==> config.mk <==
export PLATFORM = sky130hd
export DESIGN_NAME = sensor_table_interpolator
export DESIGN_NICKNAME = d
export VERILOG_FILES = /design/src/rtl/sti_pkg.sv /design/src/rtl/sti_datapath.sv /design/src/rtl/sti_control.sv /design/src/rtl/sensor_table_interpolator.sv
export SDC_FILE = /design/constraint.sdc
export NUM_CORES = 2
export LEC_CHECK = 0
export BUFFER_PORTS_ARGS = -buffer_cell sky130_fd_sc_hd__buf_2
export CORE_MARGIN = 2
export CORE_UTILIZATION = 25
export DETAILED_ROUTE_END_ITERATION = 7
export PLACE_DENSITY = 0.48
export SLEW_MARGIN = 20
export SYNTH_ARGS = -nofsm -noshare
export SYNTH_HDL_FRONTEND = slang
export SYNTH_HIERARCHICAL = 1
export SYNTH_SLANG_ARGS = --single-unit
==> constraint.sdc <==
create_clock -name clock -period 23 [get_ports clock]
set_clock_uncertainty 0.2 [all_clocks]
set_input_delay 5.75 -clock clock [delete_from_list [all_inputs] [get_ports clock]]
set_output_delay 5.75 -clock clock [all_outputs]
set_load 0.01 [all_outputs]
==> src/rtl/sti_pkg.sv <==
// Shared package for the sensor table interpolator.
// Field widths, scaling constants, codes and the control/status structs.
// No dependencies.
`default_nettype none

package sti_pkg;

   localparam int STI_MAX_POINTS = 64;

   localparam int COUNT_W    = 7;
   localparam int TEMP_W     = 16;
   localparam int KNOT_W     = 16;
   localparam int INDEX_W    = 6;
   localparam int SAMPLE_W   = 24;
   localparam int UV_W       = 23;
   localparam int PROD_W     = UV_W + TEMP_W;
   localparam int BASE_W     = 25;
   localparam int SUM_W      = BASE_W + 1;
   localparam int CSR_IDX_W  = 2;
   localparam int CSR_DATA_W = 16;
   localparam int DIV_STEPS  = 16;
   localparam int DIV_CNT_W  = 4;

   localparam logic [6:0]        KNOT_SCALE = 7'd100;
   localparam logic [TEMP_W-1:0] TEMP_MAX   = 16'hFFFF;

   localparam logic ACT_LOAD    = 1'b0;
   localparam logic ACT_CONVERT = 1'b1;

   localparam logic [CSR_IDX_W-1:0] CSR_POINT_COUNT = 2'd0;
   localparam logic [CSR_IDX_W-1:0] CSR_FIRST_TEMP  = 2'd1;
   localparam logic [CSR_IDX_W-1:0] CSR_SECOND_TEMP = 2'd2;

   typedef struct packed {
      logic load_x;
      logic knot_wr;
      logic hold_hi;
      logic set_div;
      logic mul_en;
      logic mul_frac;
      logic base_en;
      logic div_init;
      logic div_step;
      logic load_out;
      logic out_err;
   } dp_cmd_type;

   typedef struct packed {
      logic cfg_error;
      logic x_lt_knot;
      logic x_eq_knot;
   } dp_status_type;

endpackage

`default_nettype wire

==> src/rtl/sti_datapath.sv <==
// Datapath: configuration registers, knot memory, multiplier, serial divider
// and result register. Driven by sti_control; uses sti_pkg.
`default_nettype none

module sti_datapath
   import sti_pkg::*;
#(
   parameter int MAX_POINTS = STI_MAX_POINTS,
   parameter int AW         = $clog2(STI_MAX_POINTS)
) (
   input  wire logic                  clock,
   input  wire logic                  reset,
   input  wire logic                  csr_write,
   input  wire logic [CSR_IDX_W-1:0]  csr_index,
   input  wire logic [CSR_DATA_W-1:0] csr_data,
   input  wire logic [INDEX_W-1:0]    req_knot_index,
   input  wire logic [KNOT_W-1:0]     req_knot_voltage,
   input  wire logic [SAMPLE_W-1:0]   req_sample_microvolts,
   input  wire dp_cmd_type            cmd,
   input  wire logic [AW-1:0]         rd_addr,
   input  wire logic [AW-1:0]         idx,
   output dp_status_type              status,
   output logic [AW-1:0]              last_idx,
   output logic [TEMP_W-1:0]          rsp_temperature,
   output logic                       rsp_table_error
);

   localparam logic [8:0] MAX9 = 9'(MAX_POINTS);

   logic [KNOT_W-1:0]   mem [MAX_POINTS];
   logic [KNOT_W-1:0]   rd_data_ff;

   logic [COUNT_W-1:0]  count_ff;
   logic [TEMP_W-1:0]   first_ff;
   logic [TEMP_W-1:0]   second_ff;

   logic [SAMPLE_W-1:0] x_ff;
   logic [UV_W-1:0]     hi_ff;
   logic [UV_W-1:0]     div_ff;
   logic [PROD_W-1:0]   prod_ff;
   logic [BASE_W-1:0]   base_ff;
   logic [UV_W-1:0]     rem_ff;
   logic [TEMP_W-1:0]   quo_ff;
   logic [TEMP_W-1:0]   temp_ff;
   logic                err_ff;

   logic [8:0]          n9;
   logic [TEMP_W-1:0]   step;
   logic [UV_W-1:0]     cur_uv;
   logic [UV_W-1:0]     hi_minus_x;
   logic [UV_W-1:0]     mul_a;
   logic [UV_W:0]       trial;
   logic                trial_ge;
   logic [UV_W-1:0]     rem_in;
   logic [SUM_W-1:0]    sum;
   logic [TEMP_W-1:0]   temp_sat;
   logic                knot_ok;

   // knot store
   assign knot_ok = 9'(req_knot_index) < MAX9;

   always_ff @(posedge clock) begin
      if (cmd.knot_wr && knot_ok) begin
         mem[AW'(req_knot_index)] <= req_knot_voltage;
      end
      rd_data_ff <= mem[rd_addr];
   end

   // configuration
   always_ff @(posedge clock) begin
      if (reset) begin
         count_ff  <= '0;
         first_ff  <= '0;
         second_ff <= '0;
      end else if (csr_write) begin
         unique case (csr_index)
            CSR_POINT_COUNT: count_ff  <= csr_data[COUNT_W-1:0];
            CSR_FIRST_TEMP:  first_ff  <= csr_data[TEMP_W-1:0];
            CSR_SECOND_TEMP: second_ff <= csr_data[TEMP_W-1:0];
            default: ;
         endcase
      end
   end

   assign n9       = (9'(count_ff) > MAX9) ? MAX9 : 9'(count_ff);
   assign last_idx = AW'(n9 - 9'd1);
   assign step     = second_ff - first_ff;

   assign status.cfg_error = (count_ff == '0) || (first_ff >= second_ff);

   assign cur_uv           = UV_W'(rd_data_ff) * UV_W'(KNOT_SCALE);
   assign status.x_lt_knot = x_ff < SAMPLE_W'(cur_uv);
   assign status.x_eq_knot = x_ff == SAMPLE_W'(cur_uv);

   // fraction numerator is only formed when x lies below hi
   assign hi_minus_x = hi_ff - x_ff[UV_W-1:0];
   assign mul_a      = cmd.mul_frac ? hi_minus_x : UV_W'(idx);

   assign trial    = {rem_ff, quo_ff[TEMP_W-1]};
   assign trial_ge = trial >= {1'b0, div_ff};
   assign rem_in   = trial_ge ? UV_W'(trial - {1'b0, div_ff}) : trial[UV_W-1:0];

   assign sum      = SUM_W'(base_ff) + SUM_W'(quo_ff);
   assign temp_sat = (sum > SUM_W'(TEMP_MAX)) ? TEMP_MAX : sum[TEMP_W-1:0];

   always_ff @(posedge clock) begin
      if (cmd.load_x) begin
         x_ff <= req_sample_microvolts;
      end
      if (cmd.hold_hi) begin
         hi_ff <= cur_uv;
      end
      if (cmd.set_div) begin
         div_ff <= hi_ff - cur_uv;
      end
      if (cmd.mul_en) begin
         prod_ff <= PROD_W'(mul_a) * PROD_W'(step);
      end
      if (cmd.base_en) begin
         base_ff <= BASE_W'(first_ff) + BASE_W'(prod_ff[BASE_W-2:0]);
      end
      if (cmd.base_en) begin
         quo_ff <= '0;
      end else if (cmd.div_init) begin
         quo_ff <= prod_ff[TEMP_W-1:0];
      end else if (cmd.div_step) begin
         quo_ff <= {quo_ff[TEMP_W-2:0], trial_ge};
      end
      if (cmd.div_init) begin
         rem_ff <= prod_ff[PROD_W-1:TEMP_W];
      end else if (cmd.div_step) begin
         rem_ff <= rem_in;
      end
      if (cmd.load_out) begin
         temp_ff <= cmd.out_err ? '0 : temp_sat;
         err_ff  <= cmd.out_err;
      end
   end

   assign rsp_temperature = temp_ff;
   assign rsp_table_error = err_ff;

endmodule

`default_nettype wire

==> src/rtl/sti_control.sv <==
// Controller: handshakes, knot search sequencing, multiply and divide steps.
// Commands sti_datapath; uses sti_pkg.
`default_nettype none

module sti_control
   import sti_pkg::*;
#(
   parameter int AW = $clog2(STI_MAX_POINTS)
) (
   input  wire logic          clock,
   input  wire logic          reset,
   input  wire logic          req_valid,
   output logic               req_ready,
   input  wire logic          req_action,
   output logic               rsp_valid,
   input  wire logic          rsp_ready,
   input  wire dp_status_type status,
   input  wire logic [AW-1:0] last_idx,
   output dp_cmd_type         cmd,
   output logic [AW-1:0]      rd_addr,
   output logic [AW-1:0]      idx
);

   localparam logic [3:0] ST_IDLE      = 4'd0;
   localparam logic [3:0] ST_CHK_FIRST = 4'd1;
   localparam logic [3:0] ST_CHK_LAST  = 4'd2;
   localparam logic [3:0] ST_SCAN      = 4'd3;
   localparam logic [3:0] ST_MUL_IDX   = 4'd4;
   localparam logic [3:0] ST_ADD_BASE  = 4'd5;
   localparam logic [3:0] ST_MUL_FRAC  = 4'd6;
   localparam logic [3:0] ST_DIV_INIT  = 4'd7;
   localparam logic [3:0] ST_DIV       = 4'd8;
   localparam logic [3:0] ST_OUT       = 4'd9;

   logic [3:0]           state_ff, state_in;
   logic [AW-1:0]        scan_ff, scan_in;
   logic [AW-1:0]        idx_ff, idx_in;
   logic                 frac_ff, frac_in;
   logic                 err_ff, err_in;
   logic                 on_first_ff, on_first_in;
   logic [DIV_CNT_W-1:0] cnt_ff, cnt_in;
   logic                 rsp_valid_ff, rsp_valid_in;
   logic                 accept;
   logic                 slot_free;

   assign req_ready = (state_ff == ST_IDLE);
   assign accept    = req_valid && req_ready;
   assign slot_free = !rsp_valid_ff || rsp_ready;

   always_comb begin
      state_in    = state_ff;
      scan_in     = scan_ff;
      idx_in      = idx_ff;
      frac_in     = frac_ff;
      err_in      = err_ff;
      on_first_in = on_first_ff;
      cnt_in      = cnt_ff;
      cmd         = '0;
      rd_addr     = '0;
      unique case (state_ff)
         ST_IDLE: begin
            if (accept) begin
               cmd.load_x = 1'b1;
               if (req_action == ACT_LOAD) begin
                  cmd.knot_wr = 1'b1;
               end else if (status.cfg_error) begin
                  err_in   = 1'b1;
                  state_in = ST_OUT;
               end else begin
                  err_in   = 1'b0;
                  state_in = ST_CHK_FIRST;
               end
            end
         end
         ST_CHK_FIRST: begin
            // above the first knot: first temperature; on it, the last-knot clamp still wins
            rd_addr     = last_idx;
            cmd.hold_hi = 1'b1;
            idx_in      = '0;
            frac_in     = 1'b0;
            on_first_in = status.x_eq_knot;
            state_in    = (status.x_lt_knot || status.x_eq_knot) ? ST_CHK_LAST : ST_MUL_IDX;
         end
         ST_CHK_LAST: begin
            rd_addr = AW'(1);
            scan_in = AW'(1);
            if (status.x_lt_knot) begin
               idx_in   = last_idx;
               state_in = ST_MUL_IDX;
            end else if (on_first_ff) begin
               state_in = ST_MUL_IDX;
            end else begin
               state_in = ST_SCAN;
            end
         end
         ST_SCAN: begin
            rd_addr = scan_ff + AW'(1);
            if (!status.x_lt_knot) begin
               idx_in      = scan_ff - AW'(1);
               frac_in     = 1'b1;
               cmd.set_div = 1'b1;
               state_in    = ST_MUL_IDX;
            end else begin
               cmd.hold_hi = 1'b1;
               scan_in     = scan_ff + AW'(1);
            end
         end
         ST_MUL_IDX: begin
            cmd.mul_en = 1'b1;
            state_in   = ST_ADD_BASE;
         end
         ST_ADD_BASE: begin
            cmd.base_en = 1'b1;
            state_in    = frac_ff ? ST_MUL_FRAC : ST_OUT;
         end
         ST_MUL_FRAC: begin
            cmd.mul_en   = 1'b1;
            cmd.mul_frac = 1'b1;
            state_in     = ST_DIV_INIT;
         end
         ST_DIV_INIT: begin
            cmd.div_init = 1'b1;
            cnt_in       = '0;
            state_in     = ST_DIV;
         end
         ST_DIV: begin
            cmd.div_step = 1'b1;
            cnt_in       = cnt_ff + DIV_CNT_W'(1);
            if (cnt_ff == DIV_CNT_W'(DIV_STEPS - 1)) begin
               state_in = ST_OUT;
            end
         end
         ST_OUT: begin
            if (slot_free) begin
               cmd.load_out = 1'b1;
               cmd.out_err  = err_ff;
               state_in     = ST_IDLE;
            end
         end
         default: begin
            state_in = ST_IDLE;
         end
      endcase
   end

   always_comb begin
      if (cmd.load_out) begin
         rsp_valid_in = 1'b1;
      end else if (rsp_ready) begin
         rsp_valid_in = 1'b0;
      end else begin
         rsp_valid_in = rsp_valid_ff;
      end
   end

   always_ff @(posedge clock) begin
      if (reset) begin
         state_ff     <= ST_IDLE;
         rsp_valid_ff <= 1'b0;
      end else begin
         state_ff     <= state_in;
         rsp_valid_ff <= rsp_valid_in;
      end
      scan_ff     <= scan_in;
      idx_ff      <= idx_in;
      frac_ff     <= frac_in;
      err_ff      <= err_in;
      on_first_ff <= on_first_in;
      cnt_ff      <= cnt_in;
   end

   assign rsp_valid = rsp_valid_ff;
   assign idx       = idx_ff;

`ifndef SYNTHESIS
   a_out_slot_free: assert property (@(posedge clock) disable iff (reset)
      cmd.load_out |-> (!rsp_valid_ff || rsp_ready))
      else $error("result loaded over an untaken item");

   a_err_to_out: assert property (@(posedge clock) disable iff (reset)
      (accept && req_action == ACT_CONVERT && status.cfg_error)
      |=> (state_ff == ST_OUT && err_ff))
      else $error("table error did not go straight to output");

   a_div_len: assert property (@(posedge clock) disable iff (reset)
      (state_ff == ST_DIV && cnt_ff == DIV_CNT_W'(DIV_STEPS - 1)) |=> (state_ff == ST_OUT))
      else $error("divider ran wrong number of steps");

   a_valid_from_out: assert property (@(posedge clock) disable iff (reset)
      $rose(rsp_valid_ff) |-> $past(state_ff == ST_OUT))
      else $error("result raised outside output state");
`endif

endmodule

`default_nettype wire

==> src/rtl/sensor_table_interpolator.sv <==
// Sensor table interpolator: voltage to temperature over a falling knot table.
// Top level; instantiates sti_control and sti_datapath, uses sti_pkg.
//
// Usage:
//  - req channel (valid/ready): action 0 writes knot_voltage (100 uV units) at
//    knot_index, giving no result and leaving req_ready high; action 1 converts
//    sample_microvolts and gives exactly one rsp item.
//  - rsp channel (valid/ready): temperature, saturated at 65535, and
//    table_error (set, with temperature 0, for an empty table or a step
//    that is not positive).
//  - csr port: write-only, csr_index 0 point count, 1 first temperature,
//    2 second temperature; must be written only while the block is idle, a
//    user rule the block does not enforce. One item in flight: a table error
//    goes straight to the output load; other samples are checked against the
//    first knot and, unless above it, the last, searched knot by knot if in
//    between, then pass the index multiply, base add and, in a segment, the
//    fraction multiply and a 16-step restoring divide before the output load.
//  - The result sits in an output register; the next item is accepted while
//    it waits. A stalled receiver holds a finished convert in its last state.
//  - Reset clears the configuration, the control state and the handshakes;
//    knot memory is not cleared and must be loaded before use.
`default_nettype none

module sensor_table_interpolator
   import sti_pkg::*;
#(
   parameter int MAX_POINTS = STI_MAX_POINTS
) (
   input  wire logic                  clock,
   input  wire logic                  reset,
   input  wire logic                  req_valid,
   output logic                       req_ready,
   input  wire logic                  req_action,
   input  wire logic [INDEX_W-1:0]    req_knot_index,
   input  wire logic [KNOT_W-1:0]     req_knot_voltage,
   input  wire logic [SAMPLE_W-1:0]   req_sample_microvolts,
   output logic                       rsp_valid,
   input  wire logic                  rsp_ready,
   output logic [TEMP_W-1:0]          rsp_temperature,
   output logic                       rsp_table_error,
   input  wire logic                  csr_write,
   input  wire logic [CSR_IDX_W-1:0]  csr_index,
   input  wire logic [CSR_DATA_W-1:0] csr_data
);

   localparam int AW = $clog2(MAX_POINTS);

   dp_cmd_type    cmd;
   dp_status_type status;
   logic [AW-1:0] rd_addr;
   logic [AW-1:0] idx;
   logic [AW-1:0] last_idx;

   sti_control #(
      .AW (AW)
   ) u_control (
      .clock      (clock),
      .reset      (reset),
      .req_valid  (req_valid),
      .req_ready  (req_ready),
      .req_action (req_action),
      .rsp_valid  (rsp_valid),
      .rsp_ready  (rsp_ready),
      .status     (status),
      .last_idx   (last_idx),
      .cmd        (cmd),
      .rd_addr    (rd_addr),
      .idx        (idx)
   );

   sti_datapath #(
      .MAX_POINTS (MAX_POINTS),
      .AW         (AW)
   ) u_datapath (
      .clock                 (clock),
      .reset                 (reset),
      .csr_write             (csr_write),
      .csr_index             (csr_index),
      .csr_data              (csr_data),
      .req_knot_index        (req_knot_index),
      .req_knot_voltage      (req_knot_voltage),
      .req_sample_microvolts (req_sample_microvolts),
      .cmd                   (cmd),
      .rd_addr               (rd_addr),
      .idx                   (idx),
      .status                (status),
      .last_idx              (last_idx),
      .rsp_temperature       (rsp_temperature),
      .rsp_table_error       (rsp_table_error)
   );

endmodule

`default_nettype wire

==> metrics.csv <==
metric;value;unit
status;completed;
slowest CP cell;and2_1;
Post-Synth Simple-Gate Area;6.98;%
delay of the slowest critical-path stage;0.69;ns
first-pass iteration count of the detailed router;5;
period utilisation layout;40.7;%
Rel. slew slack;27.6;%
Primary FF master, synth;edfxtp_1;
vias in the first global route;40500;
P&R area growth vs syn;14.5;%
Crit Path Max Fanout;13;
storage element area;37900;um^2
Crit Reg-Reg Startpoint;u_datapath/hi_ff[2]$_DFFE_PP_;
wire per inst;21.8;um
post-cts resize count;0;
fmax;107;MHz
CP delay by family, top;adder cells;
CTS buffer count;150;
R2R setup slack;13.64;ns
IR drop worst, VDD;0.233;mV
I/O Pins;89;
Setup CP Type;reg -> reg;
H-tree levels;4;
initial detailed-routing violation count;3111;
vias;39100;
synthesized cell area;68200;um^2
Synth area leaders;edfxtp_1 (53%), mux4_2 (11%), fa_1 (9.0%);
CP startpoint kind;register;
final setup fails;0;
Vias per Instance;4.59;
final hold vios;0;
sequential fraction of the synthesis area;55.6;%
EDFF count, synth;1213;
mux share of post-synthesis cell area;11.8;%
Multi-input gate area;27900;um^2
Fin Setup TNS;0;ns
most frequent cell after synthesis;edfxtp_1;
DIE AREA;277000;um^2
final slew viol count;0;
synth cell count leaders;edfxtp_1 (1213), inv_1 (504), nand2_1 (372);
initial antenna violation count;22;
final worst slack;13.64;ns
complex-gate fraction of the synthesized area;4.99;%
Crit path arrival time;9.68;ns
Hold WC Path Type;reg -> reg;
Yosys top cell by area;edfxtp_1;
worst-margin pin slew;1.09;ns
die width;526;um
share of flip-flops with an asynchronous set or reset;0;%
CP required;23.31;ns
clock root cell;clkbuf_16;
Max clock buf depth;4;
R2R depth;29;
xor/xnor share of the synthesized area;2.20;%
Worst Hold Launch;u_datapath/second_ff[0]$_SDFFE_PP0P_;
Starting Density;25.2;%
area share of fa/ha/maj cells after synthesis;14.5;%
Synth top area share;53.4;%
clock net sink count;1289;
WHS Endpoint;u_datapath/second_ff[0]$_SDFFE_PP0P_;
first-pass GRT wire length;276;mm
post-placement worst setup slack;13.24;ns
max_cap viols;0;
Post-Syn Nets;5364;
hold depth;2;
#FFs+latches synth;1289;
PwrDens;153;nW/um^2
Synth cell types;93;
Post-DP Area;73400;um^2
DRT antenna net count;0;
Core ar.;271000;um^2
fin crit period;9.36;ns
pin count of the biggest net entering global routing;104;
clock-pin slew on the worst setup and hold paths;0.06;ns
Die Ht;526;um
DP HPWL;129;mm
r2r endpoint;u_datapath/prod_ff[37]$_DFFE_PP_;
Post-CTS Setup Repair Bufs;0;
RSZ-0062 raised after global routing;false;
num rows;191;
Clock Latency Late Sink;0.83;ns
hold slack;0.262;ns
mean area per synthesized cell;14.6;um^2
PortBufs;88;
CTS tree;built;
final WL;186;mm
largest family of logic cells by synthesized area;adder cells;
most frequent CP cell;fa_1;
cts hold-fix bufs;0;
# DRC;0;
Warnings, synthesis;6;
gpl congestion;0.835;
CP bufs+invs;3;
global route overflow;0;
share of layout cells above drive strength 1;16.9;%
Fillers;27400;
final instance area;78100;um^2
leakage power total;27.7;nW
final layout net count;5521;
crit end category;register;
Overall Global Routing Usage;13.3;%
Cells after Synth;4686;
-- worst max path at each step --
stage          cells past startpoint                          start  slack (ns)                                to
6_report                          29  u_datapath/hi_ff[2]$_DFFE_PP_       13.64  u_datapath/prod_ff[37]$_DFFE_PP_
5_1_grt                           29  u_datapath/hi_ff[2]$_DFFE_PP_       13.12  u_datapath/prod_ff[38]$_DFFE_PP_
4_1_cts                           29  u_datapath/hi_ff[2]$_DFFE_PP_       13.64  u_datapath/prod_ff[37]$_DFFE_PP_
3_5_place_dp                       7                      req_valid       13.24  u_datapath/mem[62][12]$_DFFE_PP_
3_3_place_gp                       7                      req_valid       13.31  u_datapath/mem[62][11]$_DFFE_PP_
2_1_floorplan                      5                      req_valid       14.13   u_datapath/mem[48][0]$_DFFE_PP_
-- power by group --
group          switching [mW]  leakage, nW  internal (mW)
Clock                   0.949         2.30           1.38
Sequential              0.107         11.5           2.95
Combinational            3.85         13.9           2.69
Total                    4.90         27.7           7.02
-- through the flow --
stage               utilization (%)  power [mW]  cells
floorplan                         -        7.68   4686
global placement               27.1        9.67   8261
detailed placement             27.1        9.70   8261
CTS                            28.8        12.1   8523
global route                   28.8        12.8   8525
finish                         28.8        11.9   8528
-- state kept, by name, indices dropped and copies added, names as in the netlist, 6 cells and up --
name	count
u_datapath/mem	1024
u_datapath/prod_ff	39
u_datapath/base_ff	25
u_datapath/x_ff	24
u_datapath/rem_ff	23
u_datapath/div_ff	21
u_datapath/hi_ff	21
u_datapath/first_ff	16
u_datapath/quo_ff	16
u_datapath/rd_data_ff	16
u_datapath/rsp_temperature	16
u_datapath/second_ff	16
u_datapath/count_ff	7
u_control/idx	6
u_control/scan_ff	6
-- cells by family after synthesis --
| logic type | Yosys count |
|---|---|
| adder cells (fa/ha/maj) | 608 |
| XOR/XNOR | 170 |
| AO/OA/AOI/OAI | 513 |
| AND/OR/NAND/NOR | 1041 |
| flip-flops | 1289 |
| buffers and inverters | 684 |
| multiplexers | 381 |
-- layer usage --
layer  wire length (um)  GRT usage [%]  vias to the layer above
met3               9050           1.96                      210
li1                   -              -                    17500
met1              83100           18.2                    20400
met2              90400           22.3                     1015
met5                 49              0                        -
met4               3670           2.79                        8
-- final cells by class --
type / instances / area share, %
Inverter: 504 / 2.42
Sequential cell: 1289 / 48.6
Timing Repair Buffer: 185 / 1.53
Multi-Input combinational cell: 2713 / 35.7
Antenna cell: 5 / 0.0160
Clock inverter: 72 / 0.863
Clock buffer: 190 / 5.18
Tap cell: 3570 / 5.72
-- tightest hold or removal path: cells and delay by family (launching register included) --
family          cells  cell delay [ns]
flops               1             0.31
compound gates      1             0.06
simple gates        1             0.05
-- layout by cell type, fill, tap and decap left out, types with 20 or more instances in the layout --
cell       count
buf_4         96
and2_1        38
edfxtp_1    1213
mux2i_1       36
nor2_2        36
nand2_1      372
and3_1        23
inv_1        504
ha_1         300
a21o_1        61
o21ai_0       76
nand2b_1      62
clkinv_1      23
o21a_1        21
nor3_1        35
xor2_1        63
dfxtp_1       76
fa_1         308
xnor2_1       97
clkbuf_16    155
nand4_1       20
buf_2         87
nor2_1       296
a21oi_1      171
nor2b_1       31
mux4_2       336
clkinv_2      23
o21bai_1      20
clkbuf_1      31
nand3_1       40
No activity file was read; power rests on OpenSTA's default activity.
